==> src/rtl/hcbd_pkg.sv <==
// Package for the HTTP chunked body decoder.
// Holds the parse phase codes, status codes, the result type and the byte
// classification helpers. Depends on nothing.
package hcbd_pkg;

    localparam int SIZE_BITS_DEF = 32;

    localparam int PHASE_W = 3;
    localparam int STATUS_W = 2;

    localparam logic [PHASE_W-1:0] PH_SKIP = 3'd0;
    localparam logic [PHASE_W-1:0] PH_SIZE = 3'd1;
    localparam logic [PHASE_W-1:0] PH_LF   = 3'd2;
    localparam logic [PHASE_W-1:0] PH_DATA = 3'd3;
    localparam logic [PHASE_W-1:0] PH_END  = 3'd4;
    localparam logic [PHASE_W-1:0] PH_EFMT = 3'd5;
    localparam logic [PHASE_W-1:0] PH_EOVF = 3'd6;

    localparam logic [STATUS_W-1:0] ST_BUSY = 2'd0;
    localparam logic [STATUS_W-1:0] ST_END  = 2'd1;
    localparam logic [STATUS_W-1:0] ST_EFMT = 2'd2;
    localparam logic [STATUS_W-1:0] ST_EOVF = 2'd3;

    localparam logic [7:0] CHAR_CR = 8'h0D;
    localparam logic [7:0] CHAR_LF = 8'h0A;

    typedef struct packed {
        logic [7:0]          payload_byte;
        logic                payload_valid;
        logic                chunk_last;
        logic [STATUS_W-1:0] decode_status;
    } t_result;

    // Space, TAB, LF, VT, FF and CR.
    function automatic logic is_space(input logic [7:0] c);
        return (c == 8'h20) || (c inside {[8'h09:8'h0D]});
    endfunction

    // Bit 4 flags a hex digit; bits 3:0 carry its value.
    function automatic logic [4:0] hex_value(input logic [7:0] c);
        logic [4:0] v;
        v = 5'd0;
        if (c inside {["0":"9"]}) begin
            v = {1'b1, 4'(c - 8'h30)};
        end else if (c inside {["a":"f"]}) begin
            v = {1'b1, 4'(c - 8'h57)};
        end else if (c inside {["A":"F"]}) begin
            v = {1'b1, 4'(c - 8'h37)};
        end
        return v;
    endfunction

endpackage

==> src/rtl/http_chunked_body_decoder_core.sv <==
// HTTP chunked body decoder, top level: parse state, result register and
// the two valid/stall channels. Depends on hcbd_pkg and hcbd_step.
//
// The block takes one body byte per beat, starting right after the HTTP
// headers, and gives one result beat per input beat, in order. Whitespace
// before each chunk header is skipped, the hex size is collected, CR LF
// must follow, and then exactly that many bytes leave with payload_valid
// set, the last one of each chunk marked with chunk_last. A zero-size
// chunk ends the body at its LF (status 1). Extensions, signs, a 0x prefix
// or a missing LF give status 2, and a size that does not fit in
// SIZE_BITS bits gives status 3; end and errors hold until reset, and no
// payload is passed after them. Each result beat is registered and shows
// up in the cycle after its byte is accepted, and one byte is accepted
// every cycle unless the input stalls: the phase and count update for a
// byte is a single combinational step. The input side stalls only while
// a result beat is held and the output side stalls.
module http_chunked_body_decoder_core #(
    parameter int SIZE_BITS = hcbd_pkg::SIZE_BITS_DEF
) (
    input  logic                          i_clk,
    input  logic                          i_rst_n,
    // Input channel
    input  logic                          i_in_valid,
    input  logic [7:0]                    i_data_byte,
    output logic                          o_in_stall,
    // Output channel
    output logic                          o_out_valid,
    output logic [7:0]                    o_payload_byte,
    output logic                          o_payload_valid,
    output logic                          o_chunk_last,
    output logic [hcbd_pkg::STATUS_W-1:0] o_decode_status,
    input  logic                          i_out_stall
);

    logic [hcbd_pkg::PHASE_W-1:0] r_phase;
    logic [hcbd_pkg::PHASE_W-1:0] n_phase;
    logic [SIZE_BITS-1:0]         r_count;
    logic [SIZE_BITS-1:0]         n_count;
    hcbd_pkg::t_result            r_result;
    hcbd_pkg::t_result            n_result;
    logic                         r_out_valid;
    logic                         in_accept;

    // The result register frees up in the same cycle it is taken.
    assign o_in_stall = r_out_valid & i_out_stall;
    assign in_accept  = i_in_valid & ~o_in_stall;

    hcbd_step #(
        .SIZE_BITS(SIZE_BITS)
    ) u_step (
        .i_phase    (r_phase),
        .i_count    (r_count),
        .i_data_byte(i_data_byte),
        .o_phase    (n_phase),
        .o_count    (n_count),
        .o_result   (n_result)
    );

    // Parse state advances only on an accepted beat.
    always_ff @(posedge i_clk) begin
        if (!i_rst_n) begin
            r_phase <= hcbd_pkg::PH_SKIP;
            r_count <= '0;
        end else if (in_accept) begin
            r_phase <= n_phase;
            r_count <= n_count;
        end
    end

    always_ff @(posedge i_clk) begin
        if (!i_rst_n) begin
            r_out_valid <= 1'b0;
        end else if (in_accept) begin
            r_out_valid <= 1'b1;
        end else if (!i_out_stall) begin
            r_out_valid <= 1'b0;
        end
    end

    // The payload register needs no reset; it loads with each accepted beat.
    always_ff @(posedge i_clk) begin
        if (in_accept) begin
            r_result <= n_result;
        end
    end

    assign o_out_valid     = r_out_valid;
    assign o_payload_byte  = r_result.payload_byte;
    assign o_payload_valid = r_result.payload_valid;
    assign o_chunk_last    = r_result.chunk_last;
    assign o_decode_status = r_result.decode_status;

    // A chunk being passed through always has bytes still due.
    a_data_count_nonzero: assert property (@(posedge i_clk) disable iff (!i_rst_n)
        (r_phase == hcbd_pkg::PH_DATA) |-> (r_count != '0))
        else $error("data phase with zero bytes due");

    // The end of the body is sticky.
    a_end_sticky: assert property (@(posedge i_clk) disable iff (!i_rst_n)
        (r_phase == hcbd_pkg::PH_END) |=> (r_phase == hcbd_pkg::PH_END))
        else $error("left the end phase");

    // A chunk end marker only comes with payload, and payload only while busy.
    a_last_has_payload: assert property (@(posedge i_clk) disable iff (!i_rst_n)
        (o_out_valid && o_chunk_last) |->
            (o_payload_valid && o_decode_status == hcbd_pkg::ST_BUSY))
        else $error("chunk_last without payload");

    // An accepted beat always shows up at the output on the next edge.
    a_accept_to_result: assert property (@(posedge i_clk) disable iff (!i_rst_n)
        (i_in_valid && !o_in_stall) |=> o_out_valid)
        else $error("accepted beat lost");

endmodule

==> src/rtl/hcbd_step.sv <==
// Per-byte decode step of the HTTP chunked body decoder: next phase, next
// chunk count and the result for one body byte.
// Depends on hcbd_pkg.
module hcbd_step #(
    parameter int SIZE_BITS = hcbd_pkg::SIZE_BITS_DEF
) (
    input  logic [hcbd_pkg::PHASE_W-1:0] i_phase,
    input  logic [SIZE_BITS-1:0]         i_count,
    input  logic [7:0]                   i_data_byte,
    output logic [hcbd_pkg::PHASE_W-1:0] o_phase,
    output logic [SIZE_BITS-1:0]         o_count,
    output hcbd_pkg::t_result            o_result
);

    logic [4:0]           hex;
    logic [SIZE_BITS-1:0] count_dec;
    logic                 valid;
    logic                 last;

    assign hex       = hcbd_pkg::hex_value(i_data_byte);
    assign count_dec = i_count - SIZE_BITS'(1);

    always_comb begin
        o_phase = i_phase;
        o_count = i_count;
        valid   = 1'b0;
        last    = 1'b0;
        case (i_phase)
            hcbd_pkg::PH_SKIP: begin
                if (hcbd_pkg::is_space(i_data_byte)) begin
                    o_phase = i_phase;
                end else if (hex[4]) begin
                    o_count = SIZE_BITS'(hex[3:0]);
                    o_phase = hcbd_pkg::PH_SIZE;
                end else begin
                    o_phase = hcbd_pkg::PH_EFMT;
                end
            end
            hcbd_pkg::PH_SIZE: begin
                if (hex[4]) begin
                    // Another digit only fits while the top nibble is clear.
                    if (i_count[SIZE_BITS-1 -: 4] != 4'd0) begin
                        o_phase = hcbd_pkg::PH_EOVF;
                    end else begin
                        o_count = {i_count[SIZE_BITS-5:0], hex[3:0]};
                    end
                end else if (i_data_byte == hcbd_pkg::CHAR_CR) begin
                    o_phase = hcbd_pkg::PH_LF;
                end else begin
                    o_phase = hcbd_pkg::PH_EFMT;
                end
            end
            hcbd_pkg::PH_LF: begin
                if (i_data_byte == hcbd_pkg::CHAR_LF) begin
                    o_phase = (i_count == '0) ? hcbd_pkg::PH_END : hcbd_pkg::PH_DATA;
                end else begin
                    o_phase = hcbd_pkg::PH_EFMT;
                end
            end
            hcbd_pkg::PH_DATA: begin
                valid   = 1'b1;
                o_count = count_dec;
                if (count_dec == '0) begin
                    last    = 1'b1;
                    o_phase = hcbd_pkg::PH_SKIP;
                end
            end
            hcbd_pkg::PH_END, hcbd_pkg::PH_EOVF, hcbd_pkg::PH_EFMT: begin
                o_phase = i_phase;
            end
            default: begin
                o_phase = hcbd_pkg::PH_EFMT;
            end
        endcase
    end

    always_comb begin
        o_result.payload_byte  = valid ? i_data_byte : 8'd0;
        o_result.payload_valid = valid;
        o_result.chunk_last    = last;
        case (o_phase)
            hcbd_pkg::PH_END:  o_result.decode_status = hcbd_pkg::ST_END;
            hcbd_pkg::PH_EFMT: o_result.decode_status = hcbd_pkg::ST_EFMT;
            hcbd_pkg::PH_EOVF: o_result.decode_status = hcbd_pkg::ST_EOVF;
            default:           o_result.decode_status = hcbd_pkg::ST_BUSY;
        endcase
    end

endmodule

==> config.mk <==
export PLATFORM = sky130hd
export DESIGN_NAME = http_chunked_body_decoder_core
export DESIGN_NICKNAME = d
export VERILOG_FILES = /design/src/rtl/hcbd_pkg.sv /design/src/rtl/http_chunked_body_decoder_core.sv /design/src/rtl/hcbd_step.sv
export SDC_FILE = /design/constraint.sdc
export NUM_CORES = 1
export LEC_CHECK = 0
export BUFFER_PORTS_ARGS = -buffer_cell sky130_fd_sc_hd__buf_4
export CORE_ASPECT_RATIO = 1.5
export CORE_MARGIN = 2
export CORE_UTILIZATION = 65
export CTS_CLUSTER_SIZE = 14
export DETAILED_ROUTE_END_ITERATION = 8
export PLACE_DENSITY = 0.9
export SETUP_SLACK_MARGIN = 0.1
export SLEW_MARGIN = 30
export SYNTH_ARGS = -nofsm -noshare
export SYNTH_HDL_FRONTEND = slang
export SYNTH_SLANG_ARGS = --single-unit
==> constraint.sdc <==
create_clock -name i_clk -period 4.6 [get_ports i_clk]
set_input_delay 0.23 -clock i_clk [delete_from_list [all_inputs] [get_ports i_clk]]
set_output_delay 0.23 -clock i_clk [all_outputs]
set_load 0.005 [all_outputs]
==> results.toml, run 1 <==
[clock_network]
cts_tree = "done"
clockRootBuffer = "clkbuf_8"
cts_setup_buffers = 0
cts-resized-gates = 0
hold_buffers = 0
cts_sinks = 48
clockBufferDepth = 2
clk_latency_ps = 320
clkTransAtPathRegs_ps = 100
htree_levels = 2
cts_buffers = 5

[synthesis]
ys_types = 67
synthTopCellsByArea = "dfxtp_1 (21%), edfxtp_1 (10%), nor2_1 (5.5%), nand2_1 (5.0%), o21ai_0 (4.8%)"
synth.top_cell.area_share = 0.209
synth_common_cells = "nor2_1 (50), nand2_1 (46), dfxtp_1 (36), clkbuf_1 (34), o21ai_0 (33)"
async_flop_share = 0
yosys_register_bits = 48
ys_seq_area_frac = 0.314
synth_ff_type = "dfxtp_1"
yosys_warnings = 0
yosysMostFrequentCell = "nor2_1"
synth_largest_area_cell = "dfxtp_1"
syn-mean-instance-area_um2 = 7.66
synth_edf_count = 12
synth_nets = 468
syn_area_um2 = 3440
syn_inst = 449

[worst_setup_path]
start_kind = "register"
crit_type = "register to register"
critPathSlowestCell = "or4_1"
required_ps = 4780
worstSetupEndpointType = "register"
slowest_delay_ps = 650
cp_cell_sequence = "or4_1 > or3_1 > or3_1 > xnor2_2 > or4_1 > nor3_1 > a31oi_1"
worstPathMaxFanout = 9
arrival_ps = 3380

[place]
place_congestion = 0.932
dpl.hpwl_um = 6190
portBuffers = 25

[timing]
setup-violations-final = 0
fin_tns_setup_ps = 0
hold_viol_final = 0
slew_headroom = 0.575
skew_ps = 13.2
fmax_mhz = 313
drv_slew = 0
fin_crit_sh = 0.696
worstMarginPinSlew_ps = 632
rsz0062_at_grt = "false"
period_needed_ps = 3200

[global_route]
grt_antenna_before_repair = 0
track_usage = 0.328
first_global_vias = 3343
grt.overflow.total = 0
grt_pass1_wl_um = 15500
grt_max_degree = 35

[finish]
fillers = 407
nets = 462
area_delta_synth_final_pct = 7.71
seq_area_um2 = 1080
multi_input_area_um2 = 2160
drive_gt1_frac = 0.117
antenna_cells = 0
utilization = 0.723

[die]
core_um2 = 5120
row_count = 32
ios = 26
dieHeight_um = 93.1
initial_core_util = 0.671
fp.dieArea_um2 = 5900
dieWidth_um = 63.4

[power]
p_clk_frac = 0.358
p_int_uw = 738
p_leak_nw = 1.43
power.share.switching = 0.287
seq_power_share = 0.443
peakVddDrop_v = 0.000180
powerDensity_nw_per_um2 = 279
p_comb_frac = 0.198
p_sw_uw = 297

[route]
drtIter0Drc = 505
wl_per_cell_um = 18.1
dr_total_vias = 3520
drcViolationCount = 0
routed_via_density = 6.88
drt_wl_total_um = 9280
dr.pass1.iters = 6
drtAntennaViolNets = 0

[outcome]
status = "finished clean"

[hold_path]
min_path_type = "primary input to register"

[run]
cap_violations = 0
## power by group through the flow
stage | registers (mW) | clock network [mW] | logic (mW)
2_1_floorplan | 0.460 | 0 | 0.153
3_3_place_gp | 0.468 | 0 | 0.194
3_5_place_dp | 0.468 | 0 | 0.199
4_1_cts | 0.459 | 0.370 | 0.201
5_1_grt | 0.460 | 0.392 | 0.224
6_report | 0.459 | 0.371 | 0.205
## flip-flops by register name, indices dropped and copies added (netlist names)
signal	flops
r_count	32
o_payload_byte	8
r_phase	3
o_decode_status	2
o_chunk_last	1
o_out_valid	1
o_payload_valid	1
## final timing paths
check                     end  slack, ps  cells after the start        start
setup / recovery   r_phase[1]       1400                      7   r_count[6]
hold reg to reg   r_count[24]        550                      2  r_count[24]
setup reg to reg   r_phase[1]       1400                      7   r_count[6]
hold / removal    o_out_valid        130                      2   i_in_valid
## cell families (layout without fill, tap and decap cells)
logic type / after synthesis / count (layout) / share of synthesized area
simple gates: 200 / 200 / 0.312
buf+inv: 50 / 45 / 0.0607
flops: 48 / 48 / 0.314
mux: 1 / 1 / 0.00291
fa+ha+maj: 7 / 7 / 0.0255
compound gates: 125 / 125 / 0.237
xor+xnor: 18 / 18 / 0.0480
## per-stage QoR
stage	setup WS [ps]	std cells	power (mW)	instance area (µm²)	hold WS (ps)
2_1_floorplan	1540	449	0.613	3440	354
3_3_place_gp	1470	504	0.661	3570	447
3_5_place_dp	1420	504	0.668	3570	462
4_1_cts	1420	512	1.03	3700	138
5_1_grt	1220	512	1.08	3710	140
6_report	1400	512	1.04	3710	132
## layer usage
metal	up-vias	global-route usage	wire (µm)
li1	1639	-	-
met1	1633	0.367	3450
met2	207	0.585	4770
met3	41	0.0493	710
met4	0	0.183	352
met5	-	0	0
## final cells by class
type                    instances  share of cell area
multi-input cells             351               0.584
flip-flops and latches         48               0.292
repair buffers                 28              0.0567
well taps                      68              0.0230
clock buffers                   6              0.0196
clock inverters                 2              0.0162
inverters                       9             0.00912
## critical path, delay by kind of cell, from the launching register on
| kind | cells | cell delay (ps) |
|---|---|---|
| and+or+nand+nor | 5 | 2370 |
| DFF | 1 | 400 |
| xor gates and xnor gates | 1 | 180 |
| AOI/OAI and AO/OA | 1 | 110 |
## cells in the final DEF (no fill, tap or decap), drive strengths merged, types with 2 or more instances in the layout
cell type,count
a2111oi,3
a211oi,4
a21oi,31
a221oi,12
a22o,3
a22oi,2
a31oi,6
a32o,3
and2,12
buf,28
bufinv,2
clkbuf,6
dfxtp,36
edfxtp,12
ha,7
inv,9
nand2,46
nand2b,4
nand3,3
nand3b,3
nand4,4
nand4b,3
nor2,51
nor2b,4
nor3,24
nor3b,3
nor4,13
o2111ai,3
o211ai,2
o21a,3
o21ai,35
o31ai,6
o41ai,2
or2,4
or3,9
or4,12
xnor2,6
xor2,12
Power figures use the tool's default switching activity.
==> run 2, diff against run 1 <==
--- a/config.mk
+++ b/config.mk
@@ -5,13 +5,14 @@
 export SDC_FILE = /design/constraint.sdc
 export NUM_CORES = 1
 export LEC_CHECK = 0
+export ABC_AREA = 1
 export BUFFER_PORTS_ARGS = -buffer_cell sky130_fd_sc_hd__buf_4
 export CORE_ASPECT_RATIO = 1.5
 export CORE_MARGIN = 2
-export CORE_UTILIZATION = 65
+export CORE_UTILIZATION = 55
 export CTS_CLUSTER_SIZE = 14
 export DETAILED_ROUTE_END_ITERATION = 8
-export PLACE_DENSITY = 0.9
+export PLACE_DENSITY = 0.82
 export SETUP_SLACK_MARGIN = 0.1
 export SLEW_MARGIN = 30
 export SYNTH_ARGS = -nofsm -noshare
==> constraint.sdc (replaced) <==
create_clock -name i_clk -period 2.8 [get_ports i_clk]
set_input_delay 0.14 -clock i_clk [delete_from_list [all_inputs] [get_ports i_clk]]
set_output_delay 0.14 -clock i_clk [all_outputs]
set_load 0.005 [all_outputs]
==> results.toml, run 2 <==
[global_route]
grt.overflow.total = 0
grt_antenna_before_repair = 0
grt_pass1_wl_um = 16400
first_global_vias = 3627
track_usage = 0.287
grt_max_degree = 35

[timing]
skew_ps = 11.5
fin_tns_setup_ps = 0
period_needed_ps = 2370
rsz0062_at_grt = "false"
timing.final.ws_setup_ps = 425
slew_headroom = 0.636
worstMarginPinSlew_ps = 542
drv_slew = 0
fin_crit_sh = 0.848
setup-violations-final = 0
fmax_mhz = 421
hold_viol_final = 0

[finish]
area_delta_synth_final_pct = 10.0
largest_reg_flops = 32
drive_gt1_frac = 0.134
layout_commonest_cell = "nand2_1"
antenna_cells = 0
top_register = "r_count"
layout_common_cells = "nand2_1 (117), nor2_1 (90), inv_1 (63), a21oi_1 (40), dfxtp_1 (36)"
nets = 592

[route]
dr_total_vias = 3767
dr.pass1.iters = 7
wl_per_cell_um = 15.5
drcViolationCount = 0
routed_via_density = 5.80
wl_met2_um = 5360
drtIter0Drc = 246
routed.top_layer = "met4"
met3_length_um = 564
drt_wl_total_um = 10100
drtAntennaViolNets = 0
wl_met1_um = 3780

[run]
cap_violations = 0

[synthesis]
synth_xor_area_frac = 0.0217
synth_ff_type = "dfxtp_1"
synth_fa_ha_area_frac = 0.0245
syn_inst = 551
synth_edf_count = 12
synth.top_cell.area_share = 0.201
synth_top_family_by_area = "simple AND/OR/NAND/NOR gates"
yosysMostFrequentCell = "nand2_1"
synthSimpleGateAreaFrac = 0.358
syn_area_um2 = 3580
synthMuxAreaShare = 0.00280
synth_compound_gate_area_share = 0.192
ys_seq_area_frac = 0.302
synth_largest_area_cell = "dfxtp_1"
yosys_register_bits = 48
yosys_warnings = 0
synth_nets = 570
synth_common_cells = "nand2_1 (117), nor2_1 (90), inv_1 (63), a21oi_1 (40), dfxtp_1 (36)"
ys_types = 35
syn-mean-instance-area_um2 = 6.49
synthTopCellsByArea = "dfxtp_1 (20%), nand2_1 (12%), edfxtp_1 (10%), nor2_1 (9.4%), inv_1 (6.6%)"
async_flop_share = 0

[clock_network]
cts_setup_buffers = 0
cts_buffers = 5
htree_levels = 2
clockBufferDepth = 2
hold_buffers = 0
clkTransAtPathRegs_ps = 100
cts-resized-gates = 0
clk_latency_ps = 320
clockRootBuffer = "clkbuf_8"
cts_sinks = 48
cts_tree = "done"

[die]
row_count = 36
fp.dieArea_um2 = 7180
ios = 26
core_um2 = 6400
initial_core_util = 0.559
dieHeight_um = 103
dieWidth_um = 69.9

[place]
post-place-ws_ps = 458
portBuffers = 25
place_congestion = 0.965
dpl.hpwl_um = 7540

[power]
p_int_mw = 1.48
p_sw_mw = 1.24
powerDensity_nw_per_um2 = 692
p_leak_nw = 1.82
p_comb_frac = 0.486
peakVddDrop_v = 0.000305
p_clk_frac = 0.195
seq_power_share = 0.318
power.share.switching = 0.456

[worst_setup_path]
crit_type = "register to register"
r2r_start = "r_count[0]"
critPathLaunch = "r_count[0]"
start_kind = "register"
r2r_cells = 15
worstSetupEndpointType = "register"
required_ps = 2890
arrival_ps = 2470
worstPathMaxFanout = 5

[hold_path]
worstHoldStart = "i_in_valid"
min_path_type = "primary input to register"
min_path_cells = 3

[outcome]
status = "finished clean"
==> run 2: cell count changes after synthesis, sizes merged, moves of 13 or more <==
cell    previous run  this run
inv                9        72
nor2              51       104
clkbuf            35         8
o21ai             35        54
nor3              24         6
nand3              3        26
nor4              13         0
nand2             46       126
==> run 2: layout make-up <==
class | count | area (µm²)
inverter | 74 | 278
timing repair buffer | 30 | 225
multi-input combinational | 414 | 2140
clock buffer | 5 | 68.8
fill | 604 | 2460
sequential | 48 | 1080
clock inverter | 3 | 46.3
tap | 76 | 95.1
==> run 2: critical path, stage by stage, from the launching register on <==
cell,delay (ps)
dfxtp_1,340
inv_1,170
ha_1,320
nand3_1,190
nor2_2,170
inv_1,80
nand2_1,80
nand3_1,80
nor2_1,120
nand2_1,60
nor2_1,130
nand3_1,130
nand2_2,110
nand2_1,70
nand2_1,60
nand2_1,50
==> run 2: kinds of logic (layout without fill, tap and decap cells) <==
group / after synthesis / after routing
AO/OA/AOI/OAI: 122 / 122
XOR/XNOR: 8 / 8
adder cells (fa/ha/maj): 7 / 7
buffers and inverters: 89 / 112
flip-flops: 48 / 48
multiplexers: 1 / 1
AND/OR/NAND/NOR: 276 / 276
==> run 2: power groups by stage <==
stage	Sequential [mW]	Clock [mW]	Combinational, mW
after floorplan	0.854	0	1.02
after global placement	0.876	0	1.27
after detailed placement	0.878	0	1.30
after CTS	0.863	0.541	1.31
after global routing	0.875	0.567	1.48
final	0.867	0.532	1.32
==> run 2: final timing paths <==
kind / end / slack [ps]
setup / recovery: o_decode_status[1] / 430
hold / removal: o_out_valid / 80
setup reg to reg: o_decode_status[1] / 430
hold reg to reg: o_out_valid / 490
==> run 2: metrics by stage <==
step / hold slack [ps] / cells / area (µm²) / total power, mW / util
floorplan: 278 / 551 / 3580 / 1.87 / -
global placement: 407 / 642 / 3820 / 2.15 / 0.597
detailed placement: 419 / 642 / 3820 / 2.17 / 0.597
CTS: 80.5 / 650 / 3940 / 2.71 / 0.615
global route: 102 / 650 / 3940 / 2.93 / 0.615
finish: 84.8 / 650 / 3940 / 2.72 / 0.615
==> run 2: routing by layer <==
metal | track usage | vias to the layer above
met2 | 0.560 | 147
met5 | 0 | -
met1 | 0.302 | 1727
met3 | 0.0362 | 38
met4 | 0.141 | 0
li1 | - | 1855
==> run 3, diff against run 2 <==
==> constraint.sdc (replaced) <==
create_clock -name i_clk -period 1.9 [get_ports i_clk]
set_input_delay 0.095 -clock i_clk [delete_from_list [all_inputs] [get_ports i_clk]]
set_output_delay 0.095 -clock i_clk [all_outputs]
set_load 0.005 [all_outputs]
==> results.toml, run 3 (synthesis results as in run 2) <==
[worst_setup_path]
worstSetupEndpointType = "register"
crit_type = "register to register"
arrival_ps = 2490
r2r_cells = 14
critPathLaunch = "r_count[18]"
r2r_start = "r_count[18]"
start_kind = "register"
required_ps = 1990
worstPathMaxFanout = 4

[finish]
fillers = 311
nets = 697
layout_common_cells = "buf_4 (116), nand2_1 (102), nor2_1 (61), inv_1 (60), a21oi_1 (32)"
layout_commonest_cell = "buf_4"
largest_reg_flops = 32
drive_gt1_frac = 0.415
area_delta_synth_final_pct = 49.9
antenna_cells = 0
fin_area_um2 = 5360
top_register = "r_count"

[hold_path]
worstHoldStart = "i_out_stall"
min_path_type = "primary input to register"
min_path_cells = 3

[route]
drtAntennaViolNets = 0
drtIter0Drc = 694
drcViolationCount = 0
wl_per_cell_um = 21.4
dr.pass1.iters = 6
dr_total_vias = 4899
routed_via_density = 6.49
drt_wl_total_um = 16200

[die]
core_um2 = 6400
ios = 26
dieWidth_um = 69.9
fp.dieArea_um2 = 7180
dieHeight_um = 103
row_count = 36
initial_core_util = 0.559

[power]
powerDensity_nw_per_um2 = 1030
power_mw = 5.54
p_leak_nw = 2.48
peakVddDrop_v = 0.000544

[timing]
worstMarginPinSlew_ps = 594
slew_headroom = 0.604
timing.final.ws_setup_ps = -503
skew_ps = 14.3
rsz0062_at_grt = "true"
period_needed_ps = 2400
fmax_mhz = 416
hold_ws_ps = 54.8
drv_slew = 0
hold_viol_final = 0
setup-violations-final = 12
fin_crit_sh = 1.26

[outcome]
violations = "setup timing"
status = "complete, but fails checks"

[clock_network]
clockRootBuffer = "clkbuf_8"
clk_latency_ps = 330
clockBufferDepth = 2
cts_tree = "done"
htree_levels = 2
hold_buffers = 0
cts_buffers = 5
clkTransAtPathRegs_ps = 100
cts_sinks = 48

[place]
placed_cell_area_um2 = 4520
dpl.hpwl_um = 8640
place_congestion = 0.922
portBuffers = 25
post-place-ws_ps = -358

[run]
cap_violations = 0

[global_route]
grt_antenna_before_repair = 0
grt_max_degree = 35
grt_pass1_wl_um = 18800
track_usage = 0.330
first_global_vias = 4177
grt.overflow.total = 0
## run 3: changes by cell type in the layout (fill, tap and decap cells not counted), moves of 11 or more
cell     delta
nand2_1    -15
o21ai_2    +23
nor2_4     +23
nor2_1     -29
o21ai_1    -18
nand2_2    +13
buf_4      +86
buf_6      +11
## run 3: routing by layer
layer | part of all wire | routed length, µm | GRT usage | vias to the layer above
met5 | 0 | 0 | 0 | -
met4 | 0.10 | 1630 | 0.235 | 0
met3 | 0.11 | 1790 | 0.0596 | 178
met2 | 0.47 | 7570 | 0.600 | 487
met1 | 0.32 | 5170 | 0.342 | 2168
li1 | - | - | - | 2066
## run 3: report_power, final
group	switching [mW]	internal, mW	total (mW)
sequential	0.133	1.16	1.29
clock	0.406	0.258	0.665
combinational	2.10	1.48	3.59
## run 3: repair_timing
| action | CTS | global route |
|---|---|---|
| setup endpoints to repair | 7 | 38 |
| cloned | 0 | 4 |
| buffers inserted | 4 | 16 |
| pin swaps | 11 | 37 |
| endpoints found under the hold margin | 0 | 0 |
| gates resized for setup | 22 | 127 |
## run 3: path summary, 6_finish.rpt
path,slack (ps),end
max,-500,o_decode_status[1]
min,50,o_out_valid
max reg2reg,-500,o_decode_status[1]
min reg2reg,500,o_out_valid
## run 3: area by class of cell
type | instances | area [µm²] | share of cell area
Clock buffer | 5 | 68.8 | 0.0128
Clock inverter | 3 | 18.8 | 0.00350
Inverter | 74 | 283 | 0.0527
Multi-Input combinational cell | 414 | 2640 | 0.493
Sequential cell | 48 | 1100 | 0.205
Tap cell | 76 | 95.1 | 0.0177
Timing Repair Buffer | 135 | 1160 | 0.216
## run 3: through the flow
stage	TNS, ps	std cells	util
2_1_floorplan	0	551	-
3_3_place_gp	-1040	725	0.706
3_5_place_dp	-3040	725	0.706
4_1_cts	-780	736	0.735
5_1_grt	-5040	755	0.838
6_report	-2660	755	0.838
## run 3: critical path: stages (launching register included)
cell     delay, ps
dfxtp_1        380
nor2_1         210
nand2_1        170
nor2_1         360
nand3_4        110
nand2_1         90
nand2_1         70
nor2_1         120
nand2_1         80
nor2_2         130
nand3_2        110
nand2_2        120
nand2_2         60
nand2_1         70
nand2_1         60
